File: config.mk
export PLATFORM = sky130hd
export DESIGN_NAME = imu_gyro_bias_cal_and_scaling
export DESIGN_NICKNAME = d
export VERILOG_FILES = /design/src/rtl/core/igbc_pkg.sv /design/src/rtl/core/igbc_front.sv /design/src/rtl/core/igbc_div.sv /design/src/rtl/core/igbc_back.sv /design/src/rtl/core/imu_gyro_bias_cal_and_scaling.sv
export SDC_FILE = /design/constraint.sdc
export NUM_CORES = 2
export LEC_CHECK = 0
export ABC_AREA = 1
export BUFFER_PORTS_ARGS = -buffer_cell sky130_fd_sc_hd__buf_2
export CAP_MARGIN = 40
export CORE_MARGIN = 3
export CORE_UTILIZATION = 60
export DETAILED_ROUTE_END_ITERATION = 8
export HOLD_SLACK_MARGIN = 0.08
export PLACE_DENSITY = 0.79
export SETUP_SLACK_MARGIN = 0.2
export SLEW_MARGIN = 20
export SYNTH_ARGS = -nofsm -noshare
export SYNTH_HDL_FRONTEND = slang
export SYNTH_SLANG_ARGS = --single-unit
File: constraint.sdc
create_clock -name clk -period 10.8 [get_ports clk]
set_clock_uncertainty 0.1 [all_clocks]
set_input_delay 1.08 -clock clk [delete_from_list [all_inputs] [get_ports clk]]
set_output_delay 1.08 -clock clk [all_outputs]
set_load 0.05 [all_outputs]
File: src/rtl/core/igbc_pkg.sv
// ----------------------------------------------------------------------------
// IMU gyro bias calibration package
// Shared types and scale constants for the calibration and scaling block.
// ----------------------------------------------------------------------------
`default_nettype none

package igbc_pkg;

  localparam int unsigned GYRO_K  = 4588;
  localparam int unsigned ACC_G_K = 8187;
  localparam int unsigned G_MS2_K = 40167;

  localparam int unsigned SUM_W  = 28;
  localparam int unsigned OFF_W  = 24;
  localparam int unsigned SEEN_W = 17;

  // Register indexes of the configuration port.
  localparam logic CFG_CAL_SAMPLES    = 1'b0;
  localparam logic CFG_SETTLE_DISCARD = 1'b1;

  // One accepted sample as it travels from the front to the back part.
  typedef struct packed {
    logic signed [15:0] gx;
    logic signed [15:0] gy;
    logic signed [15:0] gz;
    logic signed [15:0] ax;
    logic signed [15:0] ay;
    logic signed [15:0] az;
    logic [23:0]        t;
  } sample_t;

  // Back-end sequencer states.
  typedef enum logic [2:0] {
    ST_IDLE,
    ST_CAL,
    ST_DIV,
    ST_MUL,
    ST_OUT
  } be_state_t;

endpackage : igbc_pkg

`default_nettype wire

File: src/rtl/core/igbc_front.sv
// ----------------------------------------------------------------------------
// Front queue
// Accepts samples into a two-word queue that decouples input from processing.
// ----------------------------------------------------------------------------
`default_nettype none

module igbc_front
  import igbc_pkg::*;
(
  input  wire logic    clk,
  input  wire logic    rst_n,
  input  wire logic    push,
  input  wire sample_t push_data,
  output logic         full,
  output logic         q_valid,
  output sample_t      q_data,
  input  wire logic    q_take
);

  sample_t    mem_r [2];
  logic       wp_r, wp_nxt, rp_r, rp_nxt;
  logic [1:0] cnt_r, cnt_nxt;
  logic       do_push;

  assign full    = (cnt_r == 2'd2);
  assign q_valid = (cnt_r != 2'd0);
  assign q_data  = mem_r[rp_r];
  assign do_push = push && !full;

  // Pointer and count update.
  always_comb begin
    wp_nxt  = wp_r ^ do_push;
    rp_nxt  = rp_r ^ (q_take && q_valid);
    cnt_nxt = cnt_r + {1'b0, do_push} - {1'b0, q_take && q_valid};
  end

  always_ff @(posedge clk) begin
    if (!rst_n) begin
      wp_r  <= 1'b0;
      rp_r  <= 1'b0;
      cnt_r <= 2'd0;
    end else begin
      wp_r  <= wp_nxt;
      rp_r  <= rp_nxt;
      cnt_r <= cnt_nxt;
    end
  end

  // Storage words.
  always_ff @(posedge clk) begin
    if (do_push) begin
      mem_r[wp_r] <= push_data;
    end
  end

endmodule : igbc_front

`default_nettype wire

File: src/rtl/core/igbc_div.sv
// ----------------------------------------------------------------------------
// Serial divider
// Restoring signed division of sum by sample count to Q8, one bit a cycle.
// ----------------------------------------------------------------------------
`default_nettype none

module igbc_div
  import igbc_pkg::*;
(
  input  wire logic                    clk,
  input  wire logic                    rst_n,
  input  wire logic                    start,
  input  wire logic signed [SUM_W-1:0] sum,
  input  wire logic [12:0]             divisor,
  output logic                         done,
  output logic signed [OFF_W-1:0]      quot
);

  localparam int unsigned NW = SUM_W + 8;

  logic [NW-1:0] num_r;
  logic [NW-1:0] q_r;
  logic [13:0]   rem_r;
  logic [12:0]   den_r;
  logic          neg_r;
  logic [5:0]    cnt_r;
  logic          busy_r;
  logic [13:0]   trial;
  logic signed [NW:0] res;

  assign trial = {rem_r[12:0], num_r[NW-1]};
  assign res   = neg_r ? -$signed({1'b0, q_r}) : $signed({1'b0, q_r});

  // Quotient clamped to the offset range.
  always_comb begin
    if (res > $signed((NW+1)'(8388607))) begin
      quot = 24'sh7FFFFF;
    end else if (res < -$signed((NW+1)'(8388608))) begin
      quot = -24'sh800000;
    end else begin
      quot = res[OFF_W-1:0];
    end
  end

  assign done = busy_r && (cnt_r == 6'd0);

  always_ff @(posedge clk) begin
    if (!rst_n) begin
      busy_r <= 1'b0;
      cnt_r  <= 6'd0;
    end else if (start) begin
      busy_r <= 1'b1;
      cnt_r  <= 6'(NW);
    end else if (busy_r && cnt_r != 6'd0) begin
      cnt_r <= cnt_r - 6'd1;
    end else begin
      busy_r <= 1'b0;
    end
  end

  // One shift-subtract step per cycle.
  always_ff @(posedge clk) begin
    if (start) begin
      num_r <= sum[SUM_W-1] ? NW'(-($signed({{8{sum[SUM_W-1]}}, sum}) <<< 8))
                            : NW'({{8{1'b0}}, sum} << 8);
      neg_r <= sum[SUM_W-1];
      rem_r <= 14'd0;
      q_r   <= '0;
      den_r <= divisor;
    end else if (busy_r && cnt_r != 6'd0) begin
      num_r <= {num_r[NW-2:0], 1'b0};
      if (trial >= {1'b0, den_r}) begin
        rem_r <= trial - {1'b0, den_r};
        q_r   <= {q_r[NW-2:0], 1'b1};
      end else begin
        rem_r <= trial;
        q_r   <= {q_r[NW-2:0], 1'b0};
      end
    end
  end

endmodule : igbc_div

`default_nettype wire

File: src/rtl/core/igbc_back.sv
// ----------------------------------------------------------------------------
// Back end
// Sums during calibration, computes offsets, then scales each sample with a
// shared multiplier and holds the result word for the output side.
// ----------------------------------------------------------------------------
`default_nettype none

module igbc_back
  import igbc_pkg::*;
#(
  parameter int unsigned MAX_CAL_COUNT = 4096
) (
  input  wire logic        clk,
  input  wire logic        rst_n,
  input  wire logic [12:0] cal_samples,
  input  wire logic [7:0]  settle_discard,
  input  wire logic        q_valid,
  input  wire sample_t     q_data,
  output logic             q_take,
  output logic             out_valid,
  input  wire logic        out_take,
  output logic signed [21:0] rate_x, rate_y, rate_z,
  output logic signed [21:0] g_x, g_y, g_z,
  output logic signed [20:0] ms_x, ms_y, ms_z,
  output logic [23:0]        dt
);

  be_state_t st_r, st_nxt;
  sample_t   s_r;
  logic      cal_r;
  logic [SEEN_W-1:0] seen_r;
  logic signed [SUM_W-1:0] sum_r [3];
  logic signed [OFF_W-1:0] off_r [3];
  logic [1:0]  ax_r;
  logic [3:0]  step_r;
  logic [23:0] last_r;
  logic        have_r;
  logic signed [21:0] rate_r [3];
  logic signed [21:0] g_r [3];
  logic signed [20:0] ms_r [3];
  logic [23:0] dt_r;
  logic        ov_r;
  logic        div_go_r;

  // Saturating add of one gyro word into a 28-bit sum.
  function automatic logic signed [SUM_W-1:0] sat_add(
      input logic signed [SUM_W-1:0] a, input logic signed [15:0] b);
    logic signed [SUM_W:0] s;
    s = {a[SUM_W-1], a} + (SUM_W+1)'(b);
    if (s[SUM_W] != s[SUM_W-1]) begin
      sat_add = s[SUM_W] ? {1'b1, {(SUM_W-1){1'b0}}} : {1'b0, {(SUM_W-1){1'b1}}};
    end else begin
      sat_add = s[SUM_W-1:0];
    end
  endfunction

  // Effective calibration count.
  logic [16:0] n_eff;
  always_comb begin
    if (cal_samples == 13'd0) begin
      n_eff = 17'd1;
    end else if ({4'd0, cal_samples} > 17'(MAX_CAL_COUNT)) begin
      n_eff = 17'(MAX_CAL_COUNT);
    end else begin
      n_eff = {4'd0, cal_samples};
    end
  end

  logic [SEEN_W-1:0] seen_inc;
  logic in_win, cal_end;
  assign in_win   = (seen_r >= 17'(settle_discard)) &&
                    (seen_r - 17'(settle_discard) < n_eff);
  assign seen_inc = (seen_r < 17'h1FFFF) ? seen_r + 17'd1 : seen_r;
  assign cal_end  = ({1'b0, seen_inc} >= 18'(settle_discard) + {1'b0, n_eff});

  // Divider, shared over the three axes. It starts in the cycle after the last
  // sum update or axis step, so it always latches the settled sum of ax_r.
  logic div_start, div_done;
  logic signed [OFF_W-1:0] div_q;
  igbc_div u_div (
    .clk(clk), .rst_n(rst_n), .start(div_start), .sum(sum_r[ax_r]),
    .divisor(n_eff[12:0]), .done(div_done), .quot(div_q)
  );

  // Shared multiplier: 26 x 17 signed, registered product.
  logic signed [25:0] ma;
  logic signed [16:0] mb;
  logic signed [42:0] prod_r;
  always_comb begin
    ma = '0;
    mb = '0;
    case (step_r)
      4'd0: begin
        ma = 26'($signed({s_r.gx, 8'd0})) - 26'(off_r[0]);
        mb = 17'(GYRO_K);
      end
      4'd1: begin
        ma = 26'($signed({s_r.gy, 8'd0})) - 26'(off_r[1]);
        mb = 17'(GYRO_K);
      end
      4'd2: begin
        ma = 26'($signed({s_r.gz, 8'd0})) - 26'(off_r[2]);
        mb = 17'(GYRO_K);
      end
      4'd3: begin ma = 26'(s_r.ax); mb = 17'(ACC_G_K); end
      4'd4: begin ma = 26'(s_r.ay); mb = 17'(ACC_G_K); end
      4'd5: begin ma = 26'(s_r.az); mb = 17'(ACC_G_K); end
      4'd6: begin ma = 26'(g_r[0]); mb = 17'(G_MS2_K); end
      4'd7: begin ma = 26'(g_r[1]); mb = 17'(G_MS2_K); end
      4'd8: begin ma = 26'(g_r[2]); mb = 17'(G_MS2_K); end
      default: begin ma = '0; mb = '0; end
    endcase
  end

  logic [3:0] pstep_r;
  always_ff @(posedge clk) begin
    prod_r  <= ma * mb;
    pstep_r <= step_r;
  end

  // Next state. A scaling sample is only taken once the output word is free.
  always_comb begin
    st_nxt = st_r;
    case (st_r)
      ST_IDLE: if (q_valid && (cal_r || !ov_r)) st_nxt = cal_r ? ST_CAL : ST_MUL;
      ST_CAL:  if (cal_end) st_nxt = ST_DIV; else st_nxt = ST_IDLE;
      ST_DIV:  if (div_done && ax_r == 2'd2) st_nxt = ST_IDLE;
      ST_MUL:  if (step_r == 4'd9) st_nxt = ST_OUT;
      ST_OUT:  if (!ov_r) st_nxt = ST_IDLE;
      default: st_nxt = ST_IDLE;
    endcase
  end

  // Outputs of the sequencer.
  always_comb begin
    q_take    = (st_r == ST_IDLE) && q_valid && (cal_r || !ov_r);
    div_start = div_go_r;
  end

  always_ff @(posedge clk) begin
    if (!rst_n) begin
      st_r     <= ST_IDLE;
      cal_r    <= 1'b1;
      seen_r   <= '0;
      have_r   <= 1'b0;
      last_r   <= '0;
      ov_r     <= 1'b0;
      ax_r     <= 2'd0;
      step_r   <= 4'd0;
      div_go_r <= 1'b0;
      for (int i = 0; i < 3; i++) begin
        sum_r[i] <= '0;
        off_r[i] <= '0;
      end
    end else begin
      st_r     <= st_nxt;
      div_go_r <= ((st_r == ST_CAL) && cal_end) ||
                  ((st_r == ST_DIV) && div_done && ax_r != 2'd2);
      if (out_take) ov_r <= 1'b0;
      if (q_take) begin
        s_r    <= q_data;
        step_r <= 4'd0;
      end
      case (st_r)
        ST_CAL: begin
          if (in_win) begin
            sum_r[0] <= sat_add(sum_r[0], s_r.gx);
            sum_r[1] <= sat_add(sum_r[1], s_r.gy);
            sum_r[2] <= sat_add(sum_r[2], s_r.gz);
          end
          seen_r <= seen_inc;
          ax_r   <= 2'd0;
        end
        ST_DIV: begin
          if (div_done) begin
            off_r[ax_r] <= div_q;
            if (ax_r == 2'd2) cal_r <= 1'b0;
            else ax_r <= ax_r + 2'd1;
          end
        end
        ST_MUL: begin
          step_r <= step_r + 4'd1;
          if (step_r != 4'd0) begin
            case (pstep_r)
              4'd0, 4'd1, 4'd2:
                rate_r[pstep_r[1:0]] <= prod_r[37:16];
              4'd3, 4'd4, 4'd5:
                g_r[2'(pstep_r - 4'd3)] <= prod_r[29:8];
              4'd6, 4'd7, 4'd8:
                ms_r[2'(pstep_r - 4'd6)] <= prod_r[36:16];
              default: ;
            endcase
          end
        end
        ST_OUT: begin
          if (!ov_r) begin
            ov_r   <= 1'b1;
            dt_r   <= have_r ? s_r.t - last_r : 24'd0;
            last_r <= s_r.t;
            have_r <= 1'b1;
          end
        end
        default: ;
      endcase
    end
  end

  assign out_valid = ov_r;
  assign rate_x = rate_r[0];
  assign rate_y = rate_r[1];
  assign rate_z = rate_r[2];
  assign g_x = g_r[0];
  assign g_y = g_r[1];
  assign g_z = g_r[2];
  assign ms_x = ms_r[0];
  assign ms_y = ms_r[1];
  assign ms_z = ms_r[2];
  assign dt = dt_r;

endmodule : igbc_back

`default_nettype wire

File: src/rtl/core/imu_gyro_bias_cal_and_scaling.sv
// The shared multiplier runs nine products for each scaled sample, and the back
// end holds one sample at a time; a new sample waits while the previous word
// is unread. After the last calibration sample the serial divider produces
// the three offsets, one axis after another.
// Reset: rst_n synchronous, active low; calibration restarts after reset.
// ----------------------------------------------------------------------------
// IMU gyro bias calibration and scaling
// Front queue, back end with divider and shared multiplier.
// ----------------------------------------------------------------------------
`default_nettype none

module imu_gyro_bias_cal_and_scaling
  import igbc_pkg::*;
#(
  parameter int unsigned MAX_CAL_COUNT = 4096
) (
  input  wire logic clk,
  input  wire logic rst_n,
  input  wire logic push,
  output logic      full,
  input  wire logic signed [15:0] in_gyro_x_raw,
  input  wire logic signed [15:0] in_gyro_y_raw,
  input  wire logic signed [15:0] in_gyro_z_raw,
  input  wire logic signed [15:0] in_accel_x_raw,
  input  wire logic signed [15:0] in_accel_y_raw,
  input  wire logic signed [15:0] in_accel_z_raw,
  input  wire logic [23:0]        in_sensor_time,
  output logic      empty,
  input  wire logic pop,
  output logic signed [21:0] out_rate_x_dps,
  output logic signed [21:0] out_rate_y_dps,
  output logic signed [21:0] out_rate_z_dps,
  output logic signed [21:0] out_accel_x_g,
  output logic signed [21:0] out_accel_y_g,
  output logic signed [21:0] out_accel_z_g,
  output logic signed [20:0] out_accel_x_ms2,
  output logic signed [20:0] out_accel_y_ms2,
  output logic signed [20:0] out_accel_z_ms2,
  output logic [23:0]        out_tick_delta,
  input  wire logic          cfg_valid,
  output logic               cfg_ready,
  input  wire logic          cfg_index,
  input  wire logic [12:0]   cfg_data
);

  logic [12:0] cal_r;
  logic [7:0]  settle_r;
  sample_t     in_s, q_s;
  logic        q_valid, q_take, ov;

  assign cfg_ready = 1'b1;

  // Configuration registers.
  always_ff @(posedge clk) begin
    if (!rst_n) begin
      cal_r    <= 13'd512;
      settle_r <= 8'd50;
    end else if (cfg_valid) begin
      case (cfg_index)
        CFG_CAL_SAMPLES:    cal_r    <= cfg_data;
        CFG_SETTLE_DISCARD: settle_r <= cfg_data[7:0];
        default: ;
      endcase
    end
  end

  assign in_s = '{gx: in_gyro_x_raw, gy: in_gyro_y_raw, gz: in_gyro_z_raw,
                  ax: in_accel_x_raw, ay: in_accel_y_raw, az: in_accel_z_raw,
                  t: in_sensor_time};

  igbc_front u_front (
    .clk(clk), .rst_n(rst_n), .push(push), .push_data(in_s), .full(full),
    .q_valid(q_valid), .q_data(q_s), .q_take(q_take)
  );

  igbc_back #(.MAX_CAL_COUNT(MAX_CAL_COUNT)) u_back (
    .clk(clk), .rst_n(rst_n), .cal_samples(cal_r), .settle_discard(settle_r),
    .q_valid(q_valid), .q_data(q_s), .q_take(q_take),
    .out_valid(ov), .out_take(pop && ov),
    .rate_x(out_rate_x_dps), .rate_y(out_rate_y_dps), .rate_z(out_rate_z_dps),
    .g_x(out_accel_x_g), .g_y(out_accel_y_g), .g_z(out_accel_z_g),
    .ms_x(out_accel_x_ms2), .ms_y(out_accel_y_ms2), .ms_z(out_accel_z_ms2),
    .dt(out_tick_delta)
  );

  assign empty = !ov;

endmodule : imu_gyro_bias_cal_and_scaling

`default_nettype wire

# Word level (Yosys, flattened, before mapping)
# Memory sizes are Yosys's and may differ from the RTL's. A register that Yosys moved wholly into a read port is not among the register bits.
# Cells that the tools add are included.
# W data, S select, Z words.
# totals
ff_bits	251
ramBits	591
input_bits	139
out_inout_bits	222
elab_cells	227
mem_count	6
# mem_list
name	depth	width	read_ports	rd_ports_with_merged_regs	write_ports	line	rtl
u_front.mem_r	2	120	1	1	1	igbc_front.sv:20	sample_t mem_r [2];
u_back.sum_r	3	28	4	1	3	igbc_back.sv:32	logic signed [SUM_W-1:0] sum_r [3];
u_back.off_r	3	24	3	0	3	igbc_back.sv:33	logic signed [OFF_W-1:0] off_r [3];
u_back.g_r	3	22	3	0	1	igbc_back.sv:39	logic signed [21:0] g_r [3];
u_back.rate_r	3	22	3	0	1	igbc_back.sv:38	logic signed [21:0] rate_r [3];
u_back.ms_r	3	21	3	0	1	igbc_back.sv:40	logic signed [20:0] ms_r [3];
# classes
n_addsub	20
mul	1
n_lt_le_gt_ge	8
eq_ne	34
muxes	81
bitwise	8
reduce_logical	44
# ops
op	count
$mux W28	18
$pmux W26 S9	1
$mux W36	3
$add A28 B16 Y29	3
$sub A24 B24 Y25	3
$mux W24	3
$pmux W16 S3	1
$mul A26 B17 Y38	1
$gt A37 B24 Y1 const B	1
$lt A37 B24 Y1 const B	1
$mux W37	1
$neg A36 Y37	1
$neg A36 Y36	1
$mux W17	2
$mux W1	33
$eq A4 B3 Y1 const B	8
$mux W13	2
$reduce_or A24 Y1	1
$sub A24 B24 Y24	1
$add A8 B17 Y18	1
$ge A17 B18 Y1	1
$reduce_or A3 Y1	6
$add A17 B1 Y17 const B	1
$ge A17 B8 Y1	1
45 further kinds	101

# Longest topological paths before layout
# logic_depth
word_depth	10
mapped_depth	44

# By module
# From an unflattened synthesis, not the netlist that was laid out.
# unflattened
cells_unflattened	6290
area_unflattened_um2	60111.4
# by_module_without_submodules
mod	instances	cells_each	area_each_um2
igbc_back	1	4912	44038.5
igbc_front	1	410	8952.3
igbc_div	1	845	6276.0
imu_gyro_bias_cal_and_scaling	1	123	844.6

# Least setup slack after synthesis
# Ideal clock, no wire load.
# synth_timing
kind	register to register
from	reg u_back.s_r[87] (netlist bit)
to	reg u_back.prod_r[37]
arrival_ns	7.314
path_slack_ns	3.273
path_stages_with_launch	35
n_path_buf	0
period_less_slack_ns	7.527
path_cell_list	edfxtp_1 ha_1 nand2_1 nor2_1 inv_1 nor2_1 nand3_1 nand4_1 nand3_1 nand4_2 inv_1 nor2_1 inv_1 fa_1 inv_1 fa_1 fa_1 fa_1 fa_1 inv_1 fa_1 inv_1 ha_1 nand2_1 nor2_1 nand2_1 nor4_1 nand3_1 nand3_1 xor2_1 inv_1 nand3_1 nand2_1 nand2_1 nand2_1
# synth_between
elab_chain_cells	3
# synth_lines
item	line	rtl
from (decl)	igbc_back.sv:29	sample_t s_r;
from (signal assigned)	igbc_back.sv:161	s_r <= q_data;
$sub A24 B24 Y25	igbc_back.sv:102	ma = 26'($signed({s_r.gz, 8'd0})) - 26'(off_r[2]);
$pmux W26 S9	igbc_back.sv:92	case (step_r)
$mul A26 B17 Y38	igbc_back.sv:117	prod_r <= ma * mb;
to (signal assigned)	igbc_back.sv:117	
to (decl)	igbc_back.sv:88	logic signed [42:0] prod_r;
# Every way passes these cells.
# A chain may end at the register's enable or synchronous reset.

# Worst setup path in the final report
# layout_timing
from	reg u_back.step_r[0]
to	reg u_back.prod_r[37]
# layout_between
elab_chain_cells	4
word_cells_on_any_way	15
cone_classes	mul: 1; eq/ne: 8; mux: 2; reduce/logical: 4
# layout_lines
item	line	rtl
from (decl)	igbc_back.sv:35	logic [3:0] step_r;
from (signal assigned)	igbc_back.sv:182	step_r <= step_r + 4'd1;
$eq A4 B3 Y1, or another cell as far along	igbc_back.sv:92	
$reduce_or A3 Y1 (no source line)	n/a	
$pmux W16 S3	igbc_back.sv:92	
$mul A26 B17 Y38 (*)	igbc_back.sv:117	
# Every way passes the cells marked *; elsewhere a longest branch is shown, timed or not.

==> results.md <==
- Critical-path top delay cell: fa_1
- Core Area: 97280 sq um
- Vias in the first global route: 45130
- Most common cell type on the critical path: inv_1
- Placer congestion estimate: roughly 1.0
- Hold_buf cts: 0
- Vias per cell: 5.765
- Crit Path Max Fanout: 15
- I/O pin total: approximately 360
- Post-CTS setup buffer count: 0
- Crit share post-route: 0.8459
- Synth unique cells: 64
- Hold Path Cell Cnt: 0
- Register area: between 20000 and 30000 sq um
- EDFF count, synth: 777
- Area of the multi-input gates: ~28000 sq um
- R2r worst-path depth: 32
- Cell area after synthesis: 59280 sq um
- Top-area cell type share of the netlist area: 0.3936
- Overflow left after global routing: 0
- Total CTS buffers: 96
- Standard-cell rows: 114
- Post-route cell area: 65970 sq um
- Die width: approximately 320 um
- Final Max Slew Viols: 0
- RR Startpoint: u_back.step_r[0]
- Die area: 102600 sq um
- Dpl cell area: about 63000 sq um
- IO Port Bufs: around 360
- Layout area overhead: 11.30%
- CTS Buffer Depth: 3
- Top cells by area, synth: edfxtp_1 (39%), fa_1 (10%), nand2_1 (9.0%), ha_1 (7.3%), inv_1 (6.6%)
- Achievable Freq: 0.1095 GHz
- CTS tree: done
- Crit Path Class: flop to flop
- Gate Count Post-Synth: 6418
- Avg Inst Size Synth: 9.236 sq um
- Crit-path leading delay family: adder cells
- Clock root cell: clkbuf_16
- RSZ-0062 raised after global routing: no
- Largest area contributor in the netlist: edfxtp_1
- Layout cells sized above 1: 0.09694
- H-tree lvl count: 3
- Worst Max-Slew Pin Slew: between 900 and 1000 ps
- First-pass GRT wire length: 259900 um
- Reg-to-reg setup timing slack: between 1500 and 2000 ps
- M2 GR Usage: 0.5333
- Rel. slew slack: 0.3719
- Top Usage Layer GRT: met2
- Initial antenna violation count: 3
- Drt wl/cell: 20.90 um
- Cts repair resizes: 0
- Initial DRC count: ~5000
- Element type at the critical path end: flop
- Fill count: a little under 8000
- Clk Latency, worst-skew pair: 720 ps
- Clock slew at reported path FFs: approximately 60 ps
- Die height: 320.3 um
- Yosys Warn Count: 0
- Total track usage: 0.3289
- Worst path required time: approximately 11000 ps
- WP data arrival: 9640 ps
- Nets: 7578
- Setup tns final: 0 ps
- CP Buf/Inv Count: 8
- Top_reg_cell synth: edfxtp_1
- Register area share after synthesis: 0.4514
- Final hold vios: 0
- Outcome: finished, final reports clean
- Delay of the slowest cell on the worst path: 590 ps
- Worst hold path startpoint: u_back.step_r[2]
- Post-DP HPWL: 131300 um
- First-pass DRT Iterations: 8
- Min cycle time layout: 9135 ps
- TritonCTS Sinks: approximately 950
- Routed wire length: roughly 170000 um
- Initial Util: 0.6093
- N_diodes: 0
- Largest net degree at the start of global routing: 80
- Met1 Track Usage GR: 0.4540
- Max-Cap Viols: 0
- Startpoint Class: flop
- RR Endpoint: u_back.prod_r[37]
- Final ANT Viol Nets: 0
- GR Layer Usage met3: 0.05483
- #FFs+latches synth: 948
- Via count: 46970
- Hold Path Class: flop to flop
- Final setup viols: 0
- Worst Hold End: u_back.pstep_r[2]
- Detailed-route DRC error count: 0
- Async SR Flop Fraction: 0
## cells by family after synthesis
logic type,share of synthesized area
buf+inv,0.07842
compound gates,0.09448
flops,0.4514
other cells,0.00006326
fa+ha+maj,0.1760
xor+xnor,0.02985
simple gates,0.1698
## state kept, by name, summed over array words and instances (netlist names), 6 cells and up, named ones only
signal,cells
cal_r,13
settle_r,8
u_back.dt,24
u_back.g_r,66
u_back.last_r,24
u_back.ms_r,63
u_back.off_r,72
u_back.prod_r,30
u_back.rate_r,66
u_back.s_r,120
u_back.seen_r,17
u_back.sum_r,84
u_back.u_div.cnt_r,6
u_back.u_div.den_r,13
u_back.u_div.num_r,28
u_back.u_div.q_r,36
u_back.u_div.rem_r,13
u_front.mem_r,240
## layer usage
metal / vias to the layer above / routed length [um]
li1: 21990 / -
met1: 22440 / 68860
met2: 2178 / 79190
met3: 360 / 15330
met4: 4 / 6780
met5: - / 64
## synthesized netlist by cell type (4+ instances only)
| cell | count |
|---|---|
| fa_1 | 305 |
| a211oi_1 | 10 |
| ha_1 | 346 |
| xnor2_1 | 61 |
| o31ai_1 | 6 |
| and3_1 | 10 |
| nand3_1 | 219 |
| o2111ai_1 | 5 |
| buf_1 | 19 |
| a31oi_1 | 35 |
| buf_2 | 33 |
| o21a_1 | 12 |
| o21bai_1 | 34 |
| a21oi_2 | 13 |
| or2_2 | 20 |
| nor2_2 | 13 |
| clkinv_1 | 6 |
| inv_1 | 1048 |
| a21o_1 | 31 |
| o22ai_1 | 43 |
| xor2_1 | 141 |
| inv_2 | 8 |
| a22o_1 | 18 |
| o211ai_1 | 19 |
| nor4_1 | 16 |
| edfxtp_1 | 777 |
| nor2_1 | 498 |
| o21ai_0 | 275 |
| clkbuf_1 | 93 |
| o221a_2 | 4 |
| nand4_1 | 136 |
| buf_4 | 5 |
| nor3_1 | 58 |
| a221oi_1 | 17 |
| dfxtp_1 | 171 |
| nand3b_1 | 11 |
| a21oi_1 | 418 |
| a21boi_0 | 6 |
| nand2_1 | 1420 |
| nand3_2 | 4 |
| o21ai_1 | 15 |
## layout make-up
cell class / instances / area share
Multi-Input combinational cell: 4255 / 0.4236
Timing Repair Buffer: 425 / 0.03746
Clock inverter: 60 / 0.01026
Clock buffer: 120 / 0.03838
Inverter: 1062 / 0.06046
Sequential cell: 948 / 0.4056
Tap cell: 1276 / 0.02420
## through the flow
| step | worst slack (ps) | std cells | utilization | hold WS [ps] |
|---|---|---|---|---|
| after CTS | 1716 | 8140 | 0.6772 | 259.9 |
| final | 1665 | 8146 | 0.6782 | 282.3 |
| after global placement | 1998 | 7945 | 0.6418 | 291.2 |
| after floorplan | 3273 | 6419 | - | 282.3 |
| after detailed placement | 1795 | 7960 | 0.6442 | 301.1 |
| after global routing | 1296 | 8146 | 0.6782 | 304.9 |
## worst max path at each step
stage                      from                 to  cells after the start
4_1_cts        u_back.step_r[0]  u_back.prod_r[37]                     32
2_1_floorplan    u_back.s_r[87]  u_back.prod_r[37]                     34
5_1_grt        u_back.step_r[0]  u_back.prod_r[37]                     32
3_3_place_gp   u_back.step_r[0]  u_back.prod_r[36]                     34
3_5_place_dp   u_back.step_r[0]  u_back.prod_r[37]                     32
6_report       u_back.step_r[0]  u_back.prod_r[37]                     32
## cells in the final DEF (no fill, tap or decap), types with 9 or more instances in the layout
cell	count
clkinv_2	17
a22o_1	18
nand2_1	1420
buf_4	47
clkbuf_1	20
nand4_1	136
o21a_1	12
nand3_1	219
o21ai_1	15
xor2_1	141
buf_2	360
clkbuf_16	96
nor4_1	16
o21bai_1	34
clkinvlp_4	9
nor2_2	25
o21ai_0	275
a211oi_1	10
a21o_1	31
inv_1	1047
edfxtp_1	777
nor2_1	485
or2_2	19
a221oi_1	17
clkinv_1	17
a31oi_1	35
fa_1	305
nand3b_1	11
and3_1	10
dfxtp_1	170
xnor2_1	61
o211ai_1	19
nor3_1	57
inv_2	9
a21oi_1	418
o22ai_1	43
ha_1	344
a21oi_2	13
Power is not shown: default switching activity piles up to over one toggle a cycle in this logic, so the estimate is an artifact.
